### src/tpvc_pkg.sv
// Shared codes, the load broadcast bundle and the mismatch counter
// for the ternary pattern vote classifier. No dependencies.
package tpvc_pkg;

	// Input command codes
	localparam logic [1:0] CMD_CLEAR    = 2'd0;
	localparam logic [1:0] CMD_LOAD     = 2'd1;
	localparam logic [1:0] CMD_CLASSIFY = 2'd2;

	// Verdict codes
	localparam logic [1:0] VERDICT_FIRST  = 2'd0;
	localparam logic [1:0] VERDICT_SECOND = 2'd1;
	localparam logic [1:0] VERDICT_TIE    = 2'd2;

	// Port widths fixed by the item layout
	localparam int FEAT_W      = 64;
	localparam int WEIGHT_IN_W = 16;
	localparam int SCORE_W     = 22;
	localparam logic [SCORE_W-1:0] SCORE_MAX = {SCORE_W{1'b1}};

	// Saturating mismatch codes
	localparam logic [1:0] MISS_NONE = 2'd0;
	localparam logic [1:0] MISS_MANY = 2'd3;

	// Pattern write broadcast to every cell
	typedef struct packed {
		logic                   en;
		logic                   cls;
		logic [5:0]             slot;
		logic [FEAT_W-1:0]      care;
		logic [FEAT_W-1:0]      vals;
		logic [WEIGHT_IN_W-1:0] weight;
	} load_t;

	// Count set bits, saturating at three, through a six-level tree
	function automatic logic [1:0] miss_sat(input logic [FEAT_W-1:0] m);
		logic [1:0] c [FEAT_W];
		logic [2:0] t;
		int         lv;
		int         k;
		for (k = 0; k < FEAT_W; k++) begin
			c[k] = {1'b0, m[k]};
		end
		for (lv = 1; lv < FEAT_W; lv = lv * 2) begin
			for (k = 0; k < FEAT_W; k = k + 2 * lv) begin
				t    = {1'b0, c[k]} + {1'b0, c[k+lv]};
				c[k] = (t > 3'd3) ? MISS_MANY : t[1:0];
			end
		end
		return c[0];
	endfunction

endpackage

### src/tpvc_cell.sv
// One cell of the pattern chain: holds the slot of both class tables,
// scores the passing object and hands it on. Depends on tpvc_pkg.
module tpvc_cell #(
	parameter int IDX         = 0,
	parameter int WEIGHT_BITS = 16,
	parameter int SUM_W       = 23
) (
	input  logic                         clk,
	input  logic                         arst_n,
	input  tpvc_pkg::load_t              ld,
	input  logic                         clr,
	input  logic                         mode,
	input  logic                         tok_in,
	input  logic [tpvc_pkg::FEAT_W-1:0]  obj_in,
	input  logic [SUM_W-1:0]             s0_in,
	input  logic [SUM_W-1:0]             s1_in,
	output logic                         tok_out,
	output logic [tpvc_pkg::FEAT_W-1:0]  obj_out,
	output logic [SUM_W-1:0]             s0_out,
	output logic [SUM_W-1:0]             s1_out
);

	logic [tpvc_pkg::FEAT_W-1:0] care_q   [2];
	logic [tpvc_pkg::FEAT_W-1:0] vals_q   [2];
	logic [WEIGHT_BITS-1:0]      weight_q [2];
	logic [1:0]                  valid_q;
	logic                        hit;
	logic [1:0]                  miss0;
	logic [1:0]                  miss1;
	logic                        vote0;
	logic                        vote1;
	logic                        tok_q;
	logic [tpvc_pkg::FEAT_W-1:0] obj_q;
	logic [SUM_W-1:0]            s0_q;
	logic [SUM_W-1:0]            s1_q;

	assign hit = ld.en && ({2'b00, ld.slot} == 8'(IDX));

	// Store a pattern addressed to this slot
	always_ff @(posedge clk) begin
		if (hit) begin
			care_q[ld.cls]   <= ld.care;
			vals_q[ld.cls]   <= ld.vals;
			weight_q[ld.cls] <= WEIGHT_BITS'(ld.weight);
		end
	end

	// Track valid bits: clear drops both, load sets one
	always_ff @(posedge clk or negedge arst_n) begin
		if (!arst_n) begin
			valid_q <= 2'b00;
		end else if (clr) begin
			valid_q <= 2'b00;
		end else if (hit) begin
			valid_q[ld.cls] <= 1'b1;
		end
	end

	// Score the passing object against both patterns
	always_comb begin
		miss0 = tpvc_pkg::miss_sat(care_q[0] & (vals_q[0] ^ obj_in));
		miss1 = tpvc_pkg::miss_sat(care_q[1] & (vals_q[1] ^ obj_in));
		vote0 = valid_q[0] && (mode ? (miss0 != tpvc_pkg::MISS_MANY)
		                            : (miss0 == tpvc_pkg::MISS_NONE));
		vote1 = valid_q[1] && (mode ? (miss1 != tpvc_pkg::MISS_MANY)
		                            : (miss1 == tpvc_pkg::MISS_NONE));
	end

	// Advance the token
	always_ff @(posedge clk or negedge arst_n) begin
		if (!arst_n) begin
			tok_q <= 1'b0;
		end else begin
			tok_q <= tok_in;
		end
	end

	// Advance object and partial sums
	always_ff @(posedge clk) begin
		obj_q <= obj_in;
		s0_q  <= s0_in + (vote0 ? SUM_W'(weight_q[0]) : '0);
		s1_q  <= s1_in + (vote1 ? SUM_W'(weight_q[1]) : '0);
	end

	assign tok_out = tok_q;
	assign obj_out = obj_q;
	assign s0_out  = s0_q;
	assign s1_out  = s1_q;

endmodule

### config.mk
export PLATFORM = sky130hd
export DESIGN_NAME = tpvc_cell
export DESIGN_NICKNAME = d
export VERILOG_FILES = /design/src/tpvc_pkg.sv /design/src/tpvc_cell.sv
export SDC_FILE = /design/constraint.sdc
export NUM_CORES = 1
export LEC_CHECK = 0
export BUFFER_PORTS_ARGS = -buffer_cell sky130_fd_sc_hd__buf_2
export CAP_MARGIN = 20
export CORE_ASPECT_RATIO = 1.75
export CORE_MARGIN = 5
export CORE_UTILIZATION = 42
export DETAILED_ROUTE_END_ITERATION = 16
export GPL_TIMING_DRIVEN = 0
export HOLD_SLACK_MARGIN = 0.03
export SLEW_MARGIN = 10
export SYNTH_ARGS = -nofsm -noshare
export SYNTH_HDL_FRONTEND = slang
export SYNTH_SLANG_ARGS = --single-unit
### constraint.sdc
create_clock -name clk -period 8.3 [get_ports clk]
set_clock_uncertainty 0.1 [all_clocks]
set_input_delay 1.245 -clock clk [delete_from_list [all_inputs] [get_ports clk]]
set_output_delay 1.245 -clock clk [all_outputs]
set_load 0.01 [all_outputs]
# Yosys cells after proc, flatten, opt, wreduce, memory -nomap -nowiden
# Memory sizes are Yosys's and may differ from the RTL's.
# Cells that the tools add are included.
[classes]
add_sub_neg = 128
n_lt_le_gt_ge = 128
n_eq_ne = 2
mux = 136
bitwise = 5
reduce_logical = 8
[op_table]
columns = ["cell", "n"]
rows = [
  ["$mux W2", 128],
  ["$add A2 B2 Y3", 62],
  ["$gt A3 B2 Y1 const B", 62],
  ["$add A1 B1 Y2", 64],
  ["$and A64 B64 Y64", 2],
  ["$gt A2 B2 Y1 const B", 64],
  ["$xor A64 B64 Y64", 2],
  ["$add A23 B16 Y23", 2],
  ["$mux W16", 2],
  ["$logic_not A6 Y1", 1],
  ["$mux W1", 5],
  ["$logic_and A1 B1 Y1", 4],
  ["$logic_not A2 Y1", 2],
  ["$ne A2 B2 Y1 const B", 2],
  ["$lt A1 B2 Y1 const B", 1],
  ["$or A2 B2 Y2", 1],
  ["$reduce_bool A2 Y1", 1],
  ["$demux W1 S1", 1],
  ["$ge A1 B1 Y1 const B", 1],
]
[totals]
reg_bits = 113
mem_bits_rw = 288
out_inout_bits = 111
elab_cells = 415
mem_count = 3
[memory_table]
columns = ["name", "words", "word_bits", "rd", "rd_clocked_by_memory_dff", "write_ports", "line_no", "source"]
rows = [
  ["care_q", 2, 64, 2, 0, 1, "tpvc_cell.sv:23", "logic [tpvc_pkg::FEAT_W-1:0] care_q [2];"],
  ["vals_q", 2, 64, 2, 0, 1, "tpvc_cell.sv:24", "logic [tpvc_pkg::FEAT_W-1:0] vals_q [2];"],
  ["weight_q", 2, 16, 2, 0, 1, "tpvc_cell.sv:25", "logic [WEIGHT_BITS-1:0] weight_q [2];"],
]

# Depth between registers and ports, before layout
[depth]
ltp_word = 25
ltp_mapped = 31
depth_no_buf = 30

# Least setup slack after synthesis
# OpenSTA, ideal clock, no wires.
[synth_path]
path_kind = "input-to-reg"
start = "input port obj_in[12] in the netlist's numbering"
end = "register s1_q[22] (netlist: s1_out[22])"
arrival_ps = 8380
t_required_ps = 8128
setup_slack_ps = -251
cell_stages = 31
path_buffers = 1
cell_sequence = "xor2_1 -> and2_1 -> ha_1 -> ha_1 -> fa_1 -> or2_2 -> ha_1 -> fa_1 -> or2_2 -> ha_1 -> fa_1 -> or2_2 -> ha_1 -> fa_1 -> or2_2 -> ha_1 -> fa_1 -> nor2_1 -> a21oi_1 -> nor3b_1 -> clkbuf_1 -> and2_1 -> ha_1 -> inv_1 -> fa_1 -> nor2b_1 -> o31ai_4 -> a31oi_4 -> a31oi_2 -> nor3_1 -> xor2_1"
[synth_between]
elab_chain_len = 25
[synth_lines]
columns = ["item", "line_no", "source"]
rows = [
  ["start, declared", "tpvc_cell.sv:14", "input logic [tpvc_pkg::FEAT_W-1:0] obj_in,"],
  ["$xor A64 B64 Y64 *", "tpvc_cell.sv:62", "miss1 = tpvc_pkg::miss_sat(care_q[1] & (vals_q[1] ^ obj_in));"],
  ["$and A64 B64 Y64 *", "tpvc_cell.sv:62", ""],
  ["$add A1 B1 Y2 *", "tpvc_pkg.sv:46", "t = {1'b0, c[k]} + {1'b0, c[k+lv]};"],
  ["$gt A2 B2 Y1", "tpvc_pkg.sv:47", "c[k] = (t > 3'd3) ? MISS_MANY : t[1:0];"],
  ["$mux W2 *", "tpvc_pkg.sv:47", ""],
  ["$add A2 B2 Y3 *", "tpvc_pkg.sv:46", ""],
  ["$gt A3 B2 Y1", "tpvc_pkg.sv:47", ""],
  ["$mux W2 *", "tpvc_pkg.sv:47", ""],
  ["[... 9 more ...]", "--", ""],
  ["$add A2 B2 Y3 *", "tpvc_pkg.sv:46", ""],
  ["$gt A3 B2 Y1", "tpvc_pkg.sv:47", ""],
  ["$mux W2 *", "tpvc_pkg.sv:47", ""],
  ["$ne A2 B2 Y1 or $logic_not A2 Y1 (tied branches)", "tpvc_cell.sv:65, tpvc_cell.sv:66", ""],
  ["$mux W1 *", "tpvc_cell.sv:65", "vote1 = valid_q[1] && (mode ? (miss1 != tpvc_pkg::MISS_MANY)"],
  ["$logic_and A1 B1 Y1 *", "tpvc_cell.sv:65", ""],
  ["$mux W16 *", "tpvc_cell.sv:82", "s1_q <= s1_in + (vote1 ? SUM_W'(weight_q[1]) : '0);"],
  ["$add A23 B16 Y23 *", "tpvc_cell.sv:82", ""],
  ["end signal, assigned", "tpvc_cell.sv:82", ""],
  ["end, declared", "tpvc_cell.sv:35", "logic [SUM_W-1:0] s1_q;"],
]
# Mark *: on every way between the ends. The rest lies on a longest branch, timed or not.
# A chain may end at the register's enable or synchronous reset.

# Final worst setup path
[layout_path]
start = "input port obj_in[48] in the netlist's numbering"
end = "register s1_q[15] (netlist: s1_out[15])"
# Same word-level chain as after synthesis.

==> metrics.csv <==
metric,value,unit
Critical Path Start Type,input pin,
Synth Register Bits,401,
core area,44000,sq um
number of port buffers,376,
drt pass-1 iters,4,
Lkg Pwr,9.84,nW
critical path data required time,8.62,ns
Num Clock Sinks,401,
Yosys top cell by area,edfxtp_1,
Power per Cell Area,200,nW/um^2
vias,11000,
DR vias/cell,4.76,
CP endpoint kind,flop,
peak supply drop,0.225,mV
top cell type's share of synthesized area,46.5,%
GPL Wtd Cong,0.815,
Mapped Area,18600,sq um
post-synthesis sequential area ratio,58.7,%
Mapped Avg Cell Area,14.7,sq um
YS warnings,0,
Most used DFF post-synth,edfxtp_1,
Area after DPL,21400,sq um
clock tree root driver cell,clkbuf_16,
final wirelength,40800,microns
initial antenna violation count,9,
Crit Path Class,input pin to flop,
Final Setup Violations,0,
Die Width,169,microns
"commonest non-fill, non-tap cell in the layout",buf_2,
min-delay worst type,input pin to asynchronous set/reset pin,
cell area after layout,23000,sq um
Clock Latency Late Sink,0.54,ns
arrival time at the worst endpoint,8.43,ns
nets@finish,2195,
Tcrit/Tclk final,97.7,%
Max Freq,123,MHz
first-pass GRT wire length,61900,microns
Synth Instances,1268,
pin count of the biggest net entering global routing,53,
most frequent cells in the layout,"buf_2, edfxtp_1, and2_1, ha_1, xor2_1",
DR iter-0 viols,362,
DIE AREA,48800,sq um
crit path max fanout,6,
worst slew pin tran,0.533,ns
number of core rows,102,
gr usage total,16.3,%
CTS Hold Buffers Added,0,
count of final hold-check violations,0,
"EDFF count, synth",288,
number of global-route vias before repair,12000,
worst rel slew slack,64.4,%
Num CTS Buffers,38,
Max-Cap Viols,0,
area delta synth->final,23.6,%
Worst path max stage delay,0.50,ns
Routed WL per cell,17.6,microns
Worst path slowest cell,fa_1,
chip height,288,microns
Non-Filler Instances,2315,
fin crit period,8.11,ns
share of cells above drive strength 1,37.7,%
CTS tree,done,
clock tree buffer depth,3,
Post-Syn Nets,1757,
Final ANT Viol Nets,0,
"Slew Viols, Final",0,
DRC,0,
GR Overflow Total,0,
DP Cell Count,2225,
H-tree depth,2,
boundary pin count,378,
Worst-path clk slew,0.06,ns
Netlist cell types,62,
"top cells by area, synth","edfxtp_1, dfxtp_1, ha_1",
CP dominant cell by count,ha_1,
status,"finished, final reports clean",
post-synthesis async set-or-reset flop share,0.748,%
dpl hpwl,33000,microns
Fill cells,3810,
Initial Utilization,42.2,%
setup TNS,0,ns
-- registers in the layout (all words and copies together) (netlist names) --
register  cells
care_q      128
vals_q      128
obj_out      64
weight_q     32
s0_out       23
s1_out       23
valid_q       2
tok_out       1
-- report_power, final --
part	internal, mW	switching [mW]	leakage [nW]
Sequential	2.18	0.00791	3.56
Clock	0.917	0.743	0.571
Combinational	0.380	0.383	5.71
Total	3.47	1.13	9.84
-- per-stage QoR --
step	util [%]	total power, mW	hold slack (ns)	setup WS, ns
2_1_floorplan	-	2.69	0.356	-0.0857
3_3_place_gp	48.2	2.94	0.377	-1.15
3_5_place_dp	48.7	2.96	0.391	-1.21
4_1_cts	51.7	4.67	0.371	0.00566
5_1_grt	52.2	4.88	0.383	-0.0328
6_report	52.2	4.61	0.405	0.188
-- critical path, delay by kind of cell --
kind	cells	cell delay, ns
and+or+nand+nor	11	2.27
xor gates and xnor gates	1	0.15
buffers and inverters	3	0.40
AOI/OAI and AO/OA	4	0.86
adders and majority gates	12	3.53
-- cells by family (layout without fill, tap and decap cells) --
logic type | Yosys count | after routing | share of synthesized area, %
adders and majority gates | 222 | 222 | 17.5
DFF | 401 | 401 | 58.7
and+or+nand+nor | 367 | 367 | 11.8
buffers and inverters | 15 | 483 | 0.350
AOI/OAI and AO/OA | 96 | 96 | 3.77
other | 0 | 7 | 0
muxes | 1 | 1 | 0.0538
xor gates and xnor gates | 166 | 166 | 7.82
-- per-layer routing --
layer / vias to the layer above / wire [microns] / global-route usage, %
met1: 5258 / 13400 / 15.9
li1: 5362 / - / -
met3: 66 / 2740 / 3.77
met5: - / 32 / 0
met2: 334 / 23400 / 33.1
met4: 6 / 1220 / 5.34
-- synthesized netlist by cell type (2+ instances only) --
library cell	instances
a31oi_1	3
dfrtp_1	3
dfxtp_1	110
a21boi_0	4
nand2b_1	4
nor2b_1	3
nor3b_1	2
o21a_1	4
o21ai_0	10
a21o_1	8
a211oi_2	3
xor2_1	141
nand3_1	7
clkbuf_1	5
xnor2_1	25
nor2_1	27
inv_1	8
a41oi_1	3
edfxtp_1	288
o21bai_1	3
o211ai_1	2
a21oi_2	2
fa_1	64
nor3_1	4
nand4_1	5
a21oi_1	30
and3_1	6
or2_2	121
nor4b_1	2
and2_1	160
nand2_1	19
a211oi_1	5
ha_1	158
-- area by class of cell --
cell class	instances	area [sq um]	share of cell area [%]
diodes	7	17.5	0.0762
plain buffers	6	45.0	0.196
clock buffers	47	1020	4.46
clock inverters	23	166	0.724
inverters	8	30.0	0.131
multi-input cells	852	7870	34.3
flip-flops and latches	401	10900	47.5
well taps	572	716	3.11
repair buffers	399	2190	9.52
-- final timing paths --
kind                       depth (start not counted)  slack (ns)                    start                endpoint
max in group asynchronous                          1        7.57                   arst_n  valid_q[1]$_DFFE_PN0P_
min in group clk                                   2        0.41   valid_q[1]$_DFFE_PN0P_  valid_q[1]$_DFFE_PN0P_
min                                                1        0.40                   arst_n       tok_out$_DFF_PN0_
max reg2reg                                       30        0.67  vals_q[1][12]$_DFFE_PP_      s1_out[15]$_DFF_P_
max                                               31        0.19               obj_in[48]      s1_out[15]$_DFF_P_
min reg2reg                                        2        0.40   valid_q[1]$_DFFE_PN0P_  valid_q[1]$_DFFE_PN0P_
-- repair_timing --
item,4_1_cts,5_1_grt
gates resized for setup,23,47
setup endpoints to repair,25,24
pin swaps,13,18
setup buffers,9,5
hold endpoints to repair,0,0
No activity file was read; power rests on OpenSTA's default activity.
